### src/sv/hsvrgb_pkg.sv
// Shared types, constants and divide-by-255 helpers for the HSV to RGB pipeline.
// No dependencies.
package hsvrgb_pkg;

  localparam int unsigned Scale   = 255;
  localparam int unsigned ScaleSq = 65025;

  // Hue sectors, named after the color at the start of each sector
  typedef enum logic [2:0] {
    SEC_RED     = 3'd0,
    SEC_YELLOW  = 3'd1,
    SEC_GREEN   = 3'd2,
    SEC_CYAN    = 3'd3,
    SEC_BLUE    = 3'd4,
    SEC_MAGENTA = 3'd5
  } sector_t;

  typedef struct packed {
    sector_t    sector;
    logic [7:0] rem;
    logic [7:0] sat;
    logic [7:0] val;
  } sec_stage_t;

  typedef struct packed {
    sector_t     sector;
    logic [7:0]  val;
    logic [7:0]  p;
    logic [23:0] mq;
    logic [23:0] mt;
  } prod_stage_t;

  // floor(y/255) for y <= 65025: (y+1)*257 >> 16
  function automatic logic [7:0] div255_w16(input logic [15:0] y);
    logic [16:0] y1;
    logic [25:0] acc;
    y1  = {1'b0, y} + 17'd1;
    acc = {9'b0, y1} + {1'b0, y1, 8'b0};
    return acc[23:16];
  endfunction

  // floor(y/255) for y < 255*2^16: (y+1)*65793 >> 24
  function automatic logic [15:0] div255_w24(input logic [23:0] y);
    logic [24:0] y1;
    logic [41:0] acc;
    y1  = {1'b0, y} + 25'd1;
    acc = {17'b0, y1} + {9'b0, y1, 8'b0} + {1'b0, y1, 16'b0};
    return acc[39:24];
  endfunction

endpackage

### src/sv/hsvrgb_sector.sv
// Stage 1: split the hue into sector and remainder within the sector.
// Depends on hsvrgb_pkg.
module hsvrgb_sector (
  input  logic                    clk,
  input  logic                    rst_n,
  input  logic                    advance,
  input  logic                    valid_in,
  input  logic [7:0]              hue,
  input  logic [7:0]              sat,
  input  logic [7:0]              val,
  output logic                    valid_r,
  output hsvrgb_pkg::sec_stage_t  stage_r
);
  import hsvrgb_pkg::*;

  logic [10:0] x;
  logic [10:0] base;
  logic [10:0] diff;
  sector_t     sector;
  sec_stage_t  stage_nxt;

  assign x = {1'b0, hue, 2'b0} + {2'b0, hue, 1'b0};

  // Top hue folds back to the red sector with zero remainder
  always_comb begin
    priority if (x >= 11'(6 * Scale)) begin
      sector = SEC_RED;     base = 11'(6 * Scale);
    end else if (x >= 11'(5 * Scale)) begin
      sector = SEC_MAGENTA; base = 11'(5 * Scale);
    end else if (x >= 11'(4 * Scale)) begin
      sector = SEC_BLUE;    base = 11'(4 * Scale);
    end else if (x >= 11'(3 * Scale)) begin
      sector = SEC_CYAN;    base = 11'(3 * Scale);
    end else if (x >= 11'(2 * Scale)) begin
      sector = SEC_GREEN;   base = 11'(2 * Scale);
    end else if (x >= 11'(Scale)) begin
      sector = SEC_YELLOW;  base = 11'(Scale);
    end else begin
      sector = SEC_RED;     base = 11'd0;
    end
  end

  assign diff = x - base;

  always_comb begin
    stage_nxt.sector = sector;
    stage_nxt.rem    = diff[7:0];
    stage_nxt.sat    = sat;
    stage_nxt.val    = val;
  end

  always_ff @(posedge clk) begin
    if (!rst_n) begin
      valid_r <= 1'b0;
    end else if (advance) begin
      valid_r <= valid_in;
    end
  end

  always_ff @(posedge clk) begin
    if (advance) begin
      stage_r <= stage_nxt;
    end
  end

endmodule

### src/sv/hsvrgb_scale.sv
// Stages 2 and 3: form the p, q and t numerators and scale them by brightness.
// Depends on hsvrgb_pkg.
module hsvrgb_scale (
  input  logic                     clk,
  input  logic                     rst_n,
  input  logic                     advance,
  input  logic                     valid_in,
  input  hsvrgb_pkg::sec_stage_t   stage_in,
  output logic                     valid_r,
  output hsvrgb_pkg::prod_stage_t  stage_r
);
  import hsvrgb_pkg::*;

  // stage 2
  logic [15:0]  prod_rs;
  logic [15:0]  prod_ts;
  logic [15:0]  prod_p;
  logic [7:0]   inv_rem;
  logic [7:0]   inv_sat;
  logic         s2_valid_r;
  sector_t      s2_sector_r;
  logic [7:0]   s2_val_r;
  logic [15:0]  s2_nq_r, s2_nq_nxt;
  logic [15:0]  s2_nt_r, s2_nt_nxt;
  logic [15:0]  s2_pp_r;
  // stage 3
  prod_stage_t  stage_nxt;

  assign inv_rem   = 8'(Scale) - stage_in.rem;
  assign inv_sat   = 8'(Scale) - stage_in.sat;
  assign prod_rs   = 16'(stage_in.rem) * 16'(stage_in.sat);
  assign prod_ts   = 16'(inv_rem) * 16'(stage_in.sat);
  assign prod_p    = 16'(stage_in.val) * 16'(inv_sat);
  assign s2_nq_nxt = 16'(ScaleSq) - prod_rs;
  assign s2_nt_nxt = 16'(ScaleSq) - prod_ts;

  always_comb begin
    stage_nxt.sector = s2_sector_r;
    stage_nxt.val    = s2_val_r;
    stage_nxt.p      = div255_w16(s2_pp_r);
    stage_nxt.mq     = 24'(s2_val_r) * 24'(s2_nq_r);
    stage_nxt.mt     = 24'(s2_val_r) * 24'(s2_nt_r);
  end

  always_ff @(posedge clk) begin
    if (!rst_n) begin
      s2_valid_r <= 1'b0;
      valid_r    <= 1'b0;
    end else if (advance) begin
      s2_valid_r <= valid_in;
      valid_r    <= s2_valid_r;
    end
  end

  always_ff @(posedge clk) begin
    if (advance) begin
      s2_sector_r <= stage_in.sector;
      s2_val_r    <= stage_in.val;
      s2_nq_r     <= s2_nq_nxt;
      s2_nt_r     <= s2_nt_nxt;
      s2_pp_r     <= prod_p;
      stage_r     <= stage_nxt;
    end
  end

endmodule

### src/sv/hsvrgb_select.sv
// Stages 4 and 5: divide q and t by 65025 and pick the sector's channel order.
// Depends on hsvrgb_pkg; holds the output register.
module hsvrgb_select (
  input  logic                     clk,
  input  logic                     rst_n,
  input  logic                     advance,
  input  logic                     valid_in,
  input  hsvrgb_pkg::prod_stage_t  stage_in,
  output logic                     valid_r,
  output logic [7:0]               red_r,
  output logic [7:0]               green_r,
  output logic [7:0]               blue_r
);
  import hsvrgb_pkg::*;

  logic         s4_valid_r;
  sector_t      s4_sector_r;
  logic [7:0]   s4_val_r;
  logic [7:0]   s4_p_r;
  logic [15:0]  s4_dq_r;
  logic [15:0]  s4_dt_r;
  logic [7:0]   q;
  logic [7:0]   t;
  logic [7:0]   red_nxt, green_nxt, blue_nxt;

  assign q = div255_w16(s4_dq_r);
  assign t = div255_w16(s4_dt_r);

  always_comb begin
    unique case (s4_sector_r)
      SEC_RED:     begin red_nxt = s4_val_r; green_nxt = t;        blue_nxt = s4_p_r;   end
      SEC_YELLOW:  begin red_nxt = q;        green_nxt = s4_val_r; blue_nxt = s4_p_r;   end
      SEC_GREEN:   begin red_nxt = s4_p_r;   green_nxt = s4_val_r; blue_nxt = t;        end
      SEC_CYAN:    begin red_nxt = s4_p_r;   green_nxt = q;        blue_nxt = s4_val_r; end
      SEC_BLUE:    begin red_nxt = t;        green_nxt = s4_p_r;   blue_nxt = s4_val_r; end
      default:     begin red_nxt = s4_val_r; green_nxt = s4_p_r;   blue_nxt = q;        end
    endcase
  end

  always_ff @(posedge clk) begin
    if (!rst_n) begin
      s4_valid_r <= 1'b0;
      valid_r    <= 1'b0;
    end else if (advance) begin
      s4_valid_r <= valid_in;
      valid_r    <= s4_valid_r;
    end
  end

  always_ff @(posedge clk) begin
    if (advance) begin
      s4_sector_r <= stage_in.sector;
      s4_val_r    <= stage_in.val;
      s4_p_r      <= stage_in.p;
      s4_dq_r     <= div255_w24(stage_in.mq);
      s4_dt_r     <= div255_w24(stage_in.mt);
      red_r       <= red_nxt;
      green_r     <= green_nxt;
      blue_r      <= blue_nxt;
    end
  end

endmodule

### src/sv/hsv_to_rgb_8bit.sv
// HSV to RGB converter, 8 bits per component, five register stages.
// A request accepted moves through the stage 1 to 4 registers and then the output register.
// Throughput: one request per cycle; the whole pipe advances together, set by the output stall.
// Reset (rst_n, synchronous, active low) clears the stage valid bits only; no clearing pass.
// Depends on hsvrgb_pkg, hsvrgb_sector, hsvrgb_scale and hsvrgb_select.
module hsv_to_rgb_8bit (
  input  logic       clk,
  input  logic       rst_n,
  input  logic       in_valid,
  output logic       in_stall,
  input  logic [7:0] in_hue,
  input  logic [7:0] in_saturation,
  input  logic [7:0] in_brightness,
  output logic       out_valid,
  input  logic       out_stall,
  output logic [7:0] out_red,
  output logic [7:0] out_green,
  output logic [7:0] out_blue
);
  import hsvrgb_pkg::*;

  logic         advance;
  logic         s1_valid;
  sec_stage_t   s1_stage;
  logic         s3_valid;
  prod_stage_t  s3_stage;

  // Advance every stage whenever the output slot is empty or being taken.
  // A bubble anywhere in the pipe moves along with the stages around it.
  assign advance  = !out_valid || !out_stall;
  // Hold off the sender only while the output request is blocked.
  assign in_stall = !advance;

  // Stage 1: sector and remainder from 6*hue
  hsvrgb_sector u_sector (
    .clk      (clk),
    .rst_n    (rst_n),
    .advance  (advance),
    .valid_in (in_valid),
    .hue      (in_hue),
    .sat      (in_saturation),
    .val      (in_brightness),
    .valid_r  (s1_valid),
    .stage_r  (s1_stage)
  );

  // Stages 2 and 3: numerators of p, q, t, then scale by brightness
  hsvrgb_scale u_scale (
    .clk      (clk),
    .rst_n    (rst_n),
    .advance  (advance),
    .valid_in (s1_valid),
    .stage_in (s1_stage),
    .valid_r  (s3_valid),
    .stage_r  (s3_stage)
  );

  // Stages 4 and 5: truncating divide by 65025 in two /255 steps, then
  // route v, p, q, t to red, green and blue by sector
  hsvrgb_select u_select (
    .clk      (clk),
    .rst_n    (rst_n),
    .advance  (advance),
    .valid_in (s3_valid),
    .stage_in (s3_stage),
    .valid_r  (out_valid),
    .red_r    (out_red),
    .green_r  (out_green),
    .blue_r   (out_blue)
  );

endmodule

### config.mk
export PLATFORM = sky130hd
export DESIGN_NAME = hsv_to_rgb_8bit
export DESIGN_NICKNAME = d
export VERILOG_FILES = /design/src/sv/hsvrgb_pkg.sv /design/src/sv/hsvrgb_sector.sv /design/src/sv/hsvrgb_scale.sv /design/src/sv/hsvrgb_select.sv /design/src/sv/hsv_to_rgb_8bit.sv
export SDC_FILE = /design/constraint.sdc
export NUM_CORES = 2
export LEC_CHECK = 0
export BUFFER_PORTS_ARGS = -buffer_cell sky130_fd_sc_hd__buf_2
export CAP_MARGIN = 20
export CORE_ASPECT_RATIO = 1.2
export CORE_UTILIZATION = 53
export DETAILED_ROUTE_END_ITERATION = 8
export GPL_ROUTABILITY_DRIVEN = 0
export PLACE_DENSITY_LB_ADDON = 0.25
export SLEW_MARGIN = 20
export SYNTH_ARGS = -nofsm -noshare
export SYNTH_HDL_FRONTEND = slang
export SYNTH_SLANG_ARGS = --single-unit
### constraint.sdc
create_clock -name clk -period 9.5 [get_ports clk]
set_input_delay 0.95 -clock clk [delete_from_list [all_inputs] [get_ports clk]]
set_output_delay 0.95 -clock clk [all_outputs]
set_load 0.03 [all_outputs]
==> impl_metrics.yaml <==
run_status:
  status: "finished clean"
routing:
  routed_via_density: 5.67
  drt_wl_total_microns: 64100
  wl_per_cell_microns: 16.5
  dr.first_iter.drc_count: 1606
  detail-route-antenna-nets: 0
  drc: 0
  vias: 22000
  dr.pass1.iters: 5
die:
  dieWidth_microns: 217
  die_y_microns: 261
  rows: 94
  die-area_sq_mm: 0.0567
  ioPinCount: 54
  initial_core_util: 0.538
  core_sq_mm: 0.0549
synth:
  synth_area_sq_mm: 0.0295
  synth_edf_count: 228
  yosysTopAreaCell: "edfxtp_1"
  synth_cells: 3114
  avgSynthCellArea_sq_um: 9.48
  synth_area_leaders: "edfxtp_1 (23%), fa_1 (19%), ha_1 (13%)"
  ys_async_sr_fraction: 0
  synth_top_family_by_area: "adder cells"
  syn_nets: 3726
  synth_compound_area_frac: 0.107
  synth.top_cell.area_share: 0.232
  synth_mux_area_frac: 0.00466
  synth-seq-cells: 233
  synth_adder_area_share: 0.320
  synthFlopType: "edfxtp_1"
  yosysUniqueCellTypes: 96
  synth_warnings: 0
  yosysSeqAreaShare: 0.235
  synth_xor_area_frac: 0.0842
  synth-simple-area-share: 0.176
clock_network:
  numClockSinks: 233
  post_cts_buffers: 0
  clock_latency_ps: 590
  cts_hold_buffers: 0
  cts_buffers: 29
  htreeDepth: 1
  ctsLongestPathBuffers: 3
  cts_tree: "yes"
  post_cts_resized: 0
  cts-root-buf: "clkbuf_16"
  cts.clk_slew.worst_paths_ps: 60
global_route:
  grt_pass1_vias: 22900
  grt_use_total: 0.230
  overflow: 0
  grt_start_max_net_pins: 89
  antenna_found_initial: 0
  grt_pass1_wl_microns: 108000
critical_path:
  r2r_cells: 28
  startpoint_type: "register"
  critPathCaptureType: "register"
  cpPeakStageDelay_ps: 530
  worstPathMaxFanout: 9
  arrival_ps: 7390
  critPathSlowestCell: "edfxtp_1"
  cp.required_ps: 9820
  worstSetupPathType: "reg2reg"
timing:
  setup_ws_ps: 2430
  setup_viol_count_final: 0
  hold_viol: 0
  fin_crit_ps: 7070
  max_freq_mhz: 142
  slew-limit-headroom: 0.302
  fin_skew_ps: 16.7
  fin_tns_setup_ps: 0
  drv_slew: 0
  fin_crit_sh: 0.744
  rsz0062_at_grt: "no"
  worst_pin_slew_ps: 1050
place:
  hpwl_microns: 50100
  place_ws_ps: 2610
  placedInstanceArea_sq_mm: 0.0305
  place.port_buffers: 53
layout:
  areaGrowthSynthToFinish_pct: 6.74
  final_nets: 3744
  antenna_cells: 0
  design_area_sq_mm: 0.0315
  fillers: 4693
  final_layout_size_suffix_gt1_frac: 0.0523
worst_hold_path:
  hold-path-cell-count: 0
  hold_class: "reg2reg"
flow_run:
  max_cap_violations: 0
==> layout by cell type (no fill, tap or decap), types with 8 or more instances in the layout <==
cell type	count
a211oi_1	16
a21boi_0	13
a21o_1	44
a21oi_1	116
a221oi_1	8
a31oi_1	16
and2_1	203
and3_1	36
and4_1	12
buf_2	53
buf_4	9
clkbuf_16	29
edfxtp_1	228
fa_1	282
ha_1	302
inv_1	483
nand2_1	268
nand2b_1	76
nand3_1	62
nand4_1	26
nor2_1	121
nor2b_1	76
nor3_1	35
nor4_1	15
o211ai_1	15
o21a_1	24
o21ai_0	60
o21ai_1	12
o21bai_1	29
o22ai_1	17
o31ai_1	8
or3_1	11
xnor2_1	188
xnor3_1	8
xor2_1	65
==> registers in the layout (all words and copies together) (netlist names), 3 cells and up <==
| signal | count |
|---|---|
| u_select.s4_val_r | 8 |
| u_scale.s2_nq_r | 16 |
| u_select.s4_dq_r | 16 |
| u_sector.stage_r | 27 |
| u_scale.s2_sector_r | 3 |
| u_select.green_r | 8 |
| u_scale.s2_pp_r | 16 |
| u_scale.stage_r | 67 |
| u_select.s4_dt_r | 16 |
| u_select.s4_p_r | 8 |
| u_scale.s2_nt_r | 16 |
| u_select.blue_r | 8 |
| u_select.s4_sector_r | 3 |
| u_scale.s2_val_r | 8 |
| u_select.red_r | 8 |
==> final cells by class <==
class	instances	area, sq um	share of cell area
Clock inverter	20	248	0.00786
Multi-Input combinational cell	2315	20500	0.649
Tap cell	720	901	0.0286
Clock buffer	33	751	0.0238
Inverter	488	1830	0.0581
Sequential cell	233	6950	0.220
Timing Repair Buffer	65	378	0.0120
==> layer usage <==
| layer | vias up | track usage | share of wire |
|---|---|---|---|
| met4 | 0 | 0.0804 | 0.030 |
| met3 | 143 | 0.0248 | 0.050 |
| met1 | 10800 | 0.283 | 0.41 |
| met5 | - | 0 | 0 |
| met2 | 613 | 0.414 | 0.51 |
| li1 | 10400 | - | - |
==> synth_stat cells (8+ instances only) <==
library cell  number
a211oi_1          16
a21boi_0          13
a21o_1            44
a21oi_1          116
a221oi_1           8
a31oi_1           16
and2_1           203
and3_1            36
and4_1            12
buf_2             10
clkbuf_1          65
edfxtp_1         228
fa_1             282
ha_1             302
inv_1            483
nand2_1          269
nand2b_1          76
nand3_1           62
nand4_1           26
nor2_1           121
nor2b_1           76
nor3_1            35
nor4_1            15
o211ai_1          15
o21a_1            24
o21ai_0           60
o21ai_1           12
o21bai_1          29
o22ai_1           17
o31ai_1            8
or3_1             11
xnor2_1          188
xnor3_1            8
xor2_1            65
==> path summary, 6_finish.rpt <==
path                                  from                             end  slack, ps
max           u_scale.stage_r[0]$_DFFE_PN_  u_select.s4_dt_r[12]$_DFFE_PN_       2430
min          u_scale.stage_r[57]$_DFFE_PN_  u_select.s4_val_r[1]$_DFFE_PN_        410
max reg2reg   u_scale.stage_r[0]$_DFFE_PN_  u_select.s4_dt_r[12]$_DFFE_PN_       2430
min reg2reg  u_scale.stage_r[57]$_DFFE_PN_  u_select.s4_val_r[1]$_DFFE_PN_        410
==> stage by stage <==
| stage | cells | hold slack (ps) | util |
|---|---|---|---|
| after detailed placement | 3818 | 405 | 0.555 |
| after global placement | 3818 | 401 | 0.555 |
| final | 3874 | 412 | 0.574 |
| after global routing | 3874 | 423 | 0.574 |
| after floorplan | 3114 | 400 | - |
| after CTS | 3871 | 415 | 0.573 |
==> worst max-delay path, delay by kind of cell, from the launching register on <==
family	cells	cell delay (ps)
xor gates and xnor gates	3	780
adders and majority gates	3	930
DFF	1	530
AOI/OAI and AO/OA	13	3150
and+or+nand+nor	9	1380
==> cells by family after synthesis <==
| family | count (synthesis) |
|---|---|
| XOR/XNOR | 266 |
| multiplexers | 13 |
| flip-flops | 233 |
| AO/OA/AOI/OAI | 466 |
| AND/OR/NAND/NOR | 984 |
| adder cells (fa/ha/maj) | 586 |
| buffers and inverters | 566 |
Power is not shown: default switching activity piles up to over one toggle a cycle in this logic, so the estimate is an artifact.
